`config.mk`:
```
export PLATFORM = sky130hd
export DESIGN_NAME = sensor_event_float_offset
export DESIGN_NICKNAME = d
export VERILOG_FILES = /design/src/hdl/sefo_pkg.sv /design/src/hdl/sefo_fadd.sv /design/src/hdl/sensor_event_float_offset.sv
export SDC_FILE = /design/constraint.sdc
export NUM_CORES = 2
export LEC_CHECK = 0
export ABC_AREA = 0
export ABC_CLOCK_PERIOD_IN_PS = 17000
export BUFFER_PORTS_ARGS = -buffer_cell sky130_fd_sc_hd__buf_2
export CORE_MARGIN = 2
export CORE_UTILIZATION = 40
export CTS_CLUSTER_SIZE = 14
export DETAILED_ROUTE_END_ITERATION = 12
export PLACE_DENSITY = 0.53
export REMOVE_ABC_BUFFERS = 1
export SYNTH_ARGS = -nofsm -noshare
export SYNTH_HDL_FRONTEND = slang
export SYNTH_SLANG_ARGS = --single-unit
```
`constraint.sdc`:
```
create_clock -name clock -period 17 [get_ports clock]
set_clock_uncertainty 0.15 [all_clocks]
set_input_delay 0.85 -clock clock [delete_from_list [all_inputs] [get_ports clock]]
set_output_delay 0.85 -clock clock [all_outputs]
set_load 0.01 [all_outputs]
```
`src/hdl/sefo_pkg.sv`:
```
// Package: shared types and constants for the sensor event float offset block.
package sefo_pkg;

   localparam logic [31:0] TypeGyro      = 32'd4;
   localparam logic [31:0] TypeGyroUncal = 32'd16;

   typedef enum logic [1:0] {
      CSR_ENABLE    = 2'd0,
      CSR_TYPE_MASK = 2'd1,
      CSR_X_OFFSET  = 2'd2,
      CSR_Y_OFFSET  = 2'd3
   } csr_index_type;

   // Stage 1 -> stage 2: aligned operands
   typedef struct packed {
      logic        bypass;      // result already known
      logic [31:0] bypass_val;
      logic        sign_l;      // sign of larger operand
      logic        sign_s;      // sign of smaller operand
      logic [8:0]  exp;
      logic [23:0] man_l;
      logic [23:0] man_s;       // already shifted
   } align_type;

   // Stage 2 -> stage 3: raw sum/difference
   typedef struct packed {
      logic        bypass;
      logic [31:0] bypass_val;
      logic        sign;
      logic        sub;
      logic [8:0]  exp;
      logic [24:0] man;
   } sum_type;

   // Stage 3 -> stage 4: normalized and packed
   typedef struct packed {
      logic        sign;
      logic [9:0]  exp;         // signed, may go below zero
      logic [22:0] frac;
      logic        bypass;
      logic [31:0] bypass_val;
      logic        zero;
   } norm_type;

   // Count leading zeros of a 24-bit mantissa (0..24)
   function automatic logic [4:0] lzc24(input logic [23:0] v);
      logic [4:0] n;
      logic       found;
      n = 5'd24;
      found = 1'b0;
      for (int i = 23; i >= 0; i--) begin
         if (!found && v[i]) begin
            n = 5'(23 - i);
            found = 1'b1;
         end
      end
      return n;
   endfunction

endpackage

```
`src/hdl/sefo_fadd.sv`:
```
// Truncating single-precision adder, four register stages with stall.
module sefo_fadd (
   input  logic        clock,
   input  logic        reset,
   input  logic        adv,        // pipeline advances this cycle
   input  logic [31:0] a,
   input  logic [31:0] b,
   input  logic        use_add,    // 0: pass a through
   output logic [31:0] result
);
   import sefo_pkg::*;

   // stage 1: compare and align
   align_type st1_in, st1_ff;
   logic [7:0] ea, eb, gap;
   logic       a_big;
   logic [23:0] ma, mb;

   always_comb begin
      ea = a[30:23];
      eb = b[30:23];
      ma = {1'b1, a[22:0]};
      mb = {1'b1, b[22:0]};
      a_big = (ea >= eb);
      gap = a_big ? (ea - eb) : (eb - ea);
      st1_in = '0;
      st1_in.bypass_val = a;
      if (!use_add) begin
         st1_in.bypass = 1'b1;
      end else if (a[30:0] == 31'd0) begin
         st1_in.bypass = 1'b1;
         st1_in.bypass_val = b;
      end else if (b[30:0] == 31'd0) begin
         st1_in.bypass = 1'b1;
      end else if (gap > 8'd24) begin
         st1_in.bypass = 1'b1;
         st1_in.bypass_val = a_big ? a : b;
      end
      st1_in.exp = {1'b0, a_big ? ea : eb};
      // on equal exponents keep a as "larger"; mantissa compare later
      st1_in.sign_l = a_big ? a[31] : b[31];
      st1_in.sign_s = a_big ? b[31] : a[31];
      st1_in.man_l = a_big ? ma : mb;
      st1_in.man_s = (a_big ? mb : ma) >> gap[4:0];
   end

   // stage 2: add or subtract
   sum_type st2_in, st2_ff;
   always_comb begin
      st2_in.bypass = st1_ff.bypass;
      st2_in.bypass_val = st1_ff.bypass_val;
      st2_in.exp = st1_ff.exp;
      st2_in.sub = (st1_ff.sign_l != st1_ff.sign_s);
      st2_in.sign = st1_ff.sign_l;
      if (!st2_in.sub) begin
         st2_in.man = {1'b0, st1_ff.man_l} + {1'b0, st1_ff.man_s};
      end else if (st1_ff.man_l >= st1_ff.man_s) begin
         st2_in.man = {1'b0, st1_ff.man_l - st1_ff.man_s};
      end else begin
         st2_in.man = {1'b0, st1_ff.man_s - st1_ff.man_l};
         st2_in.sign = st1_ff.sign_s;
      end
   end

   // stage 3: normalize
   norm_type st3_in, st3_ff;
   logic [4:0] lz;
   always_comb begin
      lz = lzc24(st2_ff.man[23:0]);
      st3_in.bypass = st2_ff.bypass;
      st3_in.bypass_val = st2_ff.bypass_val;
      st3_in.sign = st2_ff.sign;
      st3_in.zero = 1'b0;
      if (!st2_ff.sub) begin
         if (st2_ff.man[24]) begin
            st3_in.exp = {1'b0, st2_ff.exp} + 10'd1;
            st3_in.frac = st2_ff.man[23:1];
         end else begin
            st3_in.exp = {1'b0, st2_ff.exp};
            st3_in.frac = st2_ff.man[22:0];
         end
      end else begin
         st3_in.zero = (st2_ff.man[23:0] == 24'd0);
         st3_in.exp = {1'b0, st2_ff.exp} - {5'd0, lz};
         st3_in.frac = 23'(st2_ff.man[23:0] << lz);
      end
   end

   // stage 4: range check and pack
   logic [31:0] res_in, res_ff;
   always_comb begin
      if (st3_ff.bypass) begin
         res_in = st3_ff.bypass_val;
      end else if (st3_ff.zero) begin
         res_in = 32'd0;
      end else if (!st3_ff.exp[9] && st3_ff.exp >= 10'd255) begin
         res_in = {st3_ff.sign, 8'hFF, 23'd0};
      end else if (st3_ff.exp[9] || st3_ff.exp == 10'd0) begin
         res_in = {st3_ff.sign, 31'd0};
      end else begin
         res_in = {st3_ff.sign, st3_ff.exp[7:0], st3_ff.frac};
      end
   end

   always_ff @(posedge clock) begin
      if (adv) begin
         st1_ff <= st1_in;
         st2_ff <= st2_in;
         st3_ff <= st3_in;
         res_ff <= res_in;
      end
   end

   assign result = res_ff;

   // stage 2 result fits 24 bits after subtraction
   assert property (@(posedge clock) disable iff (reset) st2_ff.sub |-> !st2_ff.man[24])
      else $error("difference overflowed mantissa");

endmodule

```
`src/hdl/sensor_event_float_offset.sv`:
```
// Top level: event matcher, two pipelined float adders and handshake control.
// Every accepted transfer comes out exactly once, in order, and one event can be accepted every
// cycle while the result side does not stall. The adder pipeline has four register stages (align,
// add, normalize, pack); a valid bit travels with each stage and the whole pipeline holds while
// the oldest result waits to be taken, empty stages included, so a bubble is not squeezed out
// during a stall (ready is high when stage 4 is empty or being taken). Matching is done on entry,
// so configuration is sampled as the event enters.
// Offsets are added by a truncating adder: zero operands and exponent gaps over 24 pass an
// operand unchanged, overflow gives signed infinity and underflow or cancellation gives zero.
module sensor_event_float_offset (
   input  logic               clock,
   input  logic               reset,
   input  logic               req_valid,
   output logic               req_ready,
   input  logic signed [31:0] req_event_type,
   input  logic [31:0]        req_data_x_in,
   input  logic [31:0]        req_data_y_in,
   output logic               rsp_valid,
   input  logic               rsp_ready,
   output logic [31:0]        rsp_data_x_out,
   output logic [31:0]        rsp_data_y_out,
   output logic               rsp_changed,
   input  logic               csr_we,
   input  logic [1:0]         csr_index,
   input  logic [31:0]        csr_wdata
);
   import sefo_pkg::*;

   localparam int Depth = 4;

   // configuration registers
   logic        enable_ff;
   logic [1:0]  type_mask_ff;
   logic [31:0] x_offset_ff, y_offset_ff;

   always_ff @(posedge clock) begin
      if (reset) begin
         enable_ff    <= 1'b0;
         type_mask_ff <= 2'b11;
         x_offset_ff  <= 32'd0;
         y_offset_ff  <= 32'd0;
      end else if (csr_we) begin
         unique case (csr_index_type'(csr_index))
            CSR_ENABLE:    enable_ff    <= csr_wdata[0];
            CSR_TYPE_MASK: type_mask_ff <= csr_wdata[1:0];
            CSR_X_OFFSET:  x_offset_ff  <= csr_wdata;
            CSR_Y_OFFSET:  y_offset_ff  <= csr_wdata;
            default: ;
         endcase
      end
   end

   // event match
   logic hit;
   always_comb begin
      hit = 1'b0;
      if (enable_ff) begin
         if (req_event_type == TypeGyro && type_mask_ff[0]) hit = 1'b1;
         if (req_event_type == TypeGyroUncal && type_mask_ff[1]) hit = 1'b1;
      end
   end

   // valid and flag shift line; whole line advances together
   logic [Depth-1:0] vld_ff, vld_in;
   logic [Depth-1:0] hit_ff, hit_in;
   logic             adv;

   // advance when the output slot is free or being drained
   assign adv = !vld_ff[Depth-1] || rsp_ready;
   assign req_ready = adv;

   always_comb begin
      vld_in = {vld_ff[Depth-2:0], req_valid};
      hit_in = {hit_ff[Depth-2:0], hit};
   end

   always_ff @(posedge clock) begin
      if (reset) begin
         vld_ff <= '0;
      end else if (adv) begin
         vld_ff <= vld_in;
      end
   end

   always_ff @(posedge clock) begin
      if (adv) begin
         hit_ff <= hit_in;
      end
   end

   sefo_fadd u_add_x (
      .clock   (clock),
      .reset   (reset),
      .adv     (adv),
      .a       (req_data_x_in),
      .b       (x_offset_ff),
      .use_add (hit),
      .result  (rsp_data_x_out)
   );

   sefo_fadd u_add_y (
      .clock   (clock),
      .reset   (reset),
      .adv     (adv),
      .a       (req_data_y_in),
      .b       (y_offset_ff),
      .use_add (hit),
      .result  (rsp_data_y_out)
   );

   assign rsp_valid   = vld_ff[Depth-1];
   assign rsp_changed = hit_ff[Depth-1];

   // a stalled result holds the line still
   assert property (@(posedge clock) disable iff (reset)
      rsp_valid && !rsp_ready |=> rsp_valid && $stable(rsp_data_x_out) && $stable(rsp_changed))
      else $error("stalled result moved");
   // no acceptance while stalled with a full output
   assert property (@(posedge clock) disable iff (reset)
      rsp_valid && !rsp_ready |-> !req_ready)
      else $error("input taken during stall");
   // an accepted transfer enters stage 1
   assert property (@(posedge clock) disable iff (reset)
      req_valid && req_ready |=> vld_ff[0])
      else $error("accepted transfer lost");
   // a pass-through result equals its input unchanged when the line did not stall while it passed
   assert property (@(posedge clock) disable iff (reset)
      rsp_valid && !rsp_changed && $past(adv) && $past(adv, 2) && $past(adv, 3)
      && $past(adv, 4) |-> rsp_data_x_out == $past(req_data_x_in, 4))
      else $error("pass-through altered");

endmodule
```
**After elaboration in Yosys (flattened, before gate mapping)**

Index checks and enable logic that the tools add are counted.

- Register bits after elaboration: 593
- Bits of input ports: 135
- Output and inout bits: 67
- Logic and storage cells: 336

- Add/subtract/negate cells: 14
- Order comparisons: 8
- Eq/ne operators: 7
- Shift-type cells: 4
- Mux-type cells: 139
- Bitwise gates (word level): 1
- Reductions and logical operators: 117

Operator list:

| operator | number |
|---|---|
| two-way mux 32 bit | 12 |
| two-way mux 5 bit | 48 |
| two-way mux 33 bit | 6 |
| logical NOT 31 bit | 4 |
| two-way mux 31 bit | 4 |
| subtractor 24 bit | 4 |
| two-way mux 23 bit | 4 |
| two-way mux 1 bit | 57 |
| adder 24 x 24 -> 25 bit | 2 |
| logical AND 1 bit | 50 |
| two-way mux 25 bit | 2 |
| logical NOT 1 bit | 49 |
| greater-or-equal comparator 24 bit | 2 |
| logical NOT 24 bit | 2 |
| two-way mux 24 bit | 2 |
| left shift 24 x 5 -> 23 bit | 2 |
| >> shifter 24 x 5 -> 24 bit | 2 |
| == test 32 x 3 -> 1 bit (second input constant) | 1 |
| == test 32 x 5 -> 1 bit (second input constant) | 1 |
| two-way mux 8 bit | 4 |
| subtractor 8 bit | 4 |
| greater-or-equal comparator 10 x 8 -> 1 bit (second input constant) | 2 |
| logical NOT 10 bit | 2 |
| adder 8 x 1 -> 9 bit (second input constant) | 2 |
| other kinds (11) | 22 |

**Depth between registers and ports, before layout**

- Depth after elaboration: 72
- Gate-level depth with buffers: 18
- Mapped depth without buffers: 17

**Hierarchy**

Synthesis repeated with hierarchy kept, for this count alone.

- Cells, all modules: 3548
- Area total of the unflattened synthesis: 36555.1 µm²

By module, submodules not included:

| module | instances | cells an instance | area each (µm²) | sequential area each (µm²) |
|---|---|---|---|---|
| sefo_fadd at u_add_x | 1 | 1604 | 17080.1 | 7747.4 |
| sefo_fadd at u_add_y | 1 | 1620 | 16698.5 | 7747.4 |
| sensor_event_float_offset | 1 | 324 | 2776.4 | 1541.5 |

**Worst setup path before layout**

OpenSTA, ideal clock, no wires.

- Path kind: input to register
- Start point: input rsp_ready
- End point: register hit_ff[0], enable pin
- Library setup time: 0.867 ns
- Arrival: 11.092 ns
- Data required time: 15.983 ns
- Setup slack: 4.890 ns
- Cell stages on the path: 3
- Buffers on the path: 1
- Cell sequence: nor2b_1 -> clkbuf_1 -> inv_1

- Word-level cells in the longest chain between the ends: 1

RTL lines:

| what | line | RTL |
|---|---|---|
| start, declared | sensor_event_float_offset.sv:19 | `input logic rsp_ready,` |
| logical OR 1 bit | sensor_event_float_offset.sv:69 | `assign adv = !vld_ff[Depth-1] \|\| rsp_ready;` |
| named net req_ready | sensor_event_float_offset.sv:14 | `output logic req_ready,` |
| end signal, assigned | sensor_event_float_offset.sv:87 | `hit_ff <= hit_in;` |
| end, declared | sensor_event_float_offset.sv:65 | `logic [Depth-1:0] hit_ff, hit_in;` |

The timed path passes the listed nets, and every way through them passes these cells.
A chain may end at the register's enable or synchronous reset.

==> results.toml <==
[finish]
areaGrowthSynthToFinish_pct = 12.6
nets = 3845
fillers = 8420
drive_above_1_share = 0.126

[sta]
slew_headroom = 0.124
min_period_over_period = 0.361
drv_slew = 0
max_freq_mhz = 163
tightest_slew_ps = 1310
hold_viol_final = 0
finalSetupTns_ps = 0
setup_ws_ps = 10860
finalSetupViolCount = 0
post-route-min-period_ps = 6140
rsz0062_at_grt = "false"

[routing]
routed.top_layer = "met5"
wire_per_inst_um = 23.2
drt.antenna.violating_nets = 0
first_pass_iters = 6
drt_wl_total_mm = 110
met1_length_mm = 54.5
remaining_drc_errors = 0
initialDrtViolationCount = 2827
wl_met2_mm = 44.7
routed-via-count = 27000
vias_per_cell = 5.69
wl_met3_mm = 8.48

[setup_path]
cp.buffers_inverters = 2
crit_top_cell = "mux2_1"
r2r_start = "y_offset_ff[23]"
startpoint = "y_offset_ff[23]"
slowest_stage = "nor2_4"
endpoint_kind = "flip-flop"
path_cells = "ha_1, inv_1, fa_1, a21o_1, a2111oi_0, o31a_2, buf_4, mux2_1, a221oi_1, o21ai_1, xnor2_1, a31oi_1, nor3_1, nor2_4, mux2_1"
cp-start-kind = "flip-flop"
path_delay_family = "compound AO/OA/AOI/OAI gates"
crit_fanout = 75
slowest_delay_ps = 840
cp_data_required_time_ps = 17200
worstSetupPathType = "reg -> reg"
arrival_ps = 6340

[floorplan]
fp-row-count = 109
core_sq_mm = 0.0881
num_io_pins = 202
chipHeight_um = 302
fp.dieArea_sq_mm = 0.0910
die_w_um = 302
initial_core_util = 0.402

[synth]
async_reset_ff_frac = 0
synth-edff-count = 520
synth.top_cell.area_share = 0.441
yosysMostFrequentCell = "edfxtp_1"
syn_area_per_cell_sq_um = 10.5
synthDistinctLibCells = 82
ys.flop_type = "edfxtp_1"
synth_area_sq_mm = 0.0354
syn_inst = 3386
synthTopCellsByCount = "edfxtp_1 (520), nand2_1 (342), mux2i_1 (309), a21oi_1 (293), nor2_1 (230)"
synth_largest_area_cell = "edfxtp_1"
synth_seq_cells = 591
ys_seq_area_frac = 0.481
ys_top_cells_by_area = "edfxtp_1 (44%), mux2i_1 (8.7%), ha_1 (6.4%), a21oi_1 (4.1%), dfxtp_1 (4.0%)"
yosys_warnings = 0

[placement]
place.gp.congestion = 0.949
place_ws_ps = 10390
place_hpwl_mm = 83.0
io_buffers = 201

[grt]
grt_pass1_vias = 24900
overflow = 0
grt_use_total = 0.237
grt_pass1_wl_mm = 162
grt_max_degree = 185
antenna_found_initial = 22

[pwr]
powerDensity_mw_per_mm2 = 136
irDropWorstVdd_v = 0.0000673
power.leakage_nw = 16.2

[run_status]
status = "completed"

[clocking]
cts_buffers = 70
cts_root_buf = "clkbuf_16"
clk_pin_slew_ps = 60
cts_resized = 0
htreeDepth = 3
cts_hold_buf = 0
clkSinkCount = 591
post_cts_buffers = 0
clockBufferDepth = 3
clk_latency_ps = 630
tritoncts = "built"

[min_path]
hold_start = "u_add_x.st1_ff[81]"
hold_class = "reg -> reg"

[run]
drv_cap = 0
==> layer usage <==
metal / vias to the layer above / global-route usage
met5: - / 0
met2: 974 / 0.328
met4: 8 / 0.0580
met1: 13100 / 0.379
met3: 139 / 0.0393
li1: 12800 / -
==> sequential cells by signal (all words and copies together), names as in the netlist <==
name and flops:
u_add_y.st1_ff 90, hit_ff 4, u_add_x.st1_ff 90, x_offset_ff 32, type_mask_ff 2, vld_ff 4, u_add_x.st3_ff 68, u_add_x.st2_ff 68
enable_ff 1, u_add_x.result 32, u_add_y.result 32, y_offset_ff 32, u_add_y.st2_ff 68, u_add_y.st3_ff 68
==> cell usage in the layout, fill, tap and decap left out, types with 52 or more instances in the layout <==
cell type / count
a22o_1: 55
nor3_1: 61
ha_1: 180
a21oi_1: 292
mux2_1: 52
dfxtp_1: 71
nor4_1: 53
edfxtp_1: 520
clkbuf_16: 72
nand2_1: 342
mux2_2: 61
buf_2: 201
xnor2_1: 58
nor2_1: 227
o21ai_1: 61
o21ai_0: 112
mux2i_1: 309
inv_1: 211
==> cells by family after synthesis <==
logic type | share of synthesized area
XOR/XNOR | 0.0200
flip-flops | 0.481
multiplexers | 0.126
buffers and inverters | 0.0434
AO/OA/AOI/OAI | 0.150
AND/OR/NAND/NOR | 0.109
adder cells (fa/ha/maj) | 0.0703
==> area by class of cell <==
cell class,instances,area [sq um],share of cell area
Antenna cell,6,15.0,0.000376
Clock buffer,88,1880,0.0472
Clock inverter,36,413,0.0103
Inverter,223,845,0.0212
Multi-Input combinational cell,2394,16900,0.425
Sequential cell,591,17000,0.427
Tap cell,1165,1460,0.0365
Timing Repair Buffer,238,1310,0.0328
==> path summary, 6_finish.rpt <==
kind	slack, ps	depth (start not counted)	end
max reg2reg	10860	15	u_add_y.st1_ff[90]
min reg2reg	260	0	u_add_x.st2_ff[58]
min	260	0	u_add_x.st2_ff[58]
max	10860	15	u_add_y.st1_ff[90]
==> where the power goes <==
part / total, mW / switching [mW] / internal [mW]
registers: 2.12 / 0.243 / 1.88
logic: 1.77 / 1.10 / 0.675
clock network: 1.51 / 0.617 / 0.896
total: 5.41 / 1.96 / 3.45
==> per-stage QoR <==
step	instance area, sq um	cells	total power [mW]	util	hold WS, ps
2_1_floorplan	34700	3208	3.30	-	250
3_3_place_gp	37600	4611	3.88	0.427	251
3_5_place_dp	37600	4611	3.88	0.427	255
4_1_cts	39900	4735	5.41	0.453	255
5_1_grt	39900	4737	5.70	0.453	270
6_report	39900	4741	5.41	0.453	260
Power figures use the tool's default switching activity.
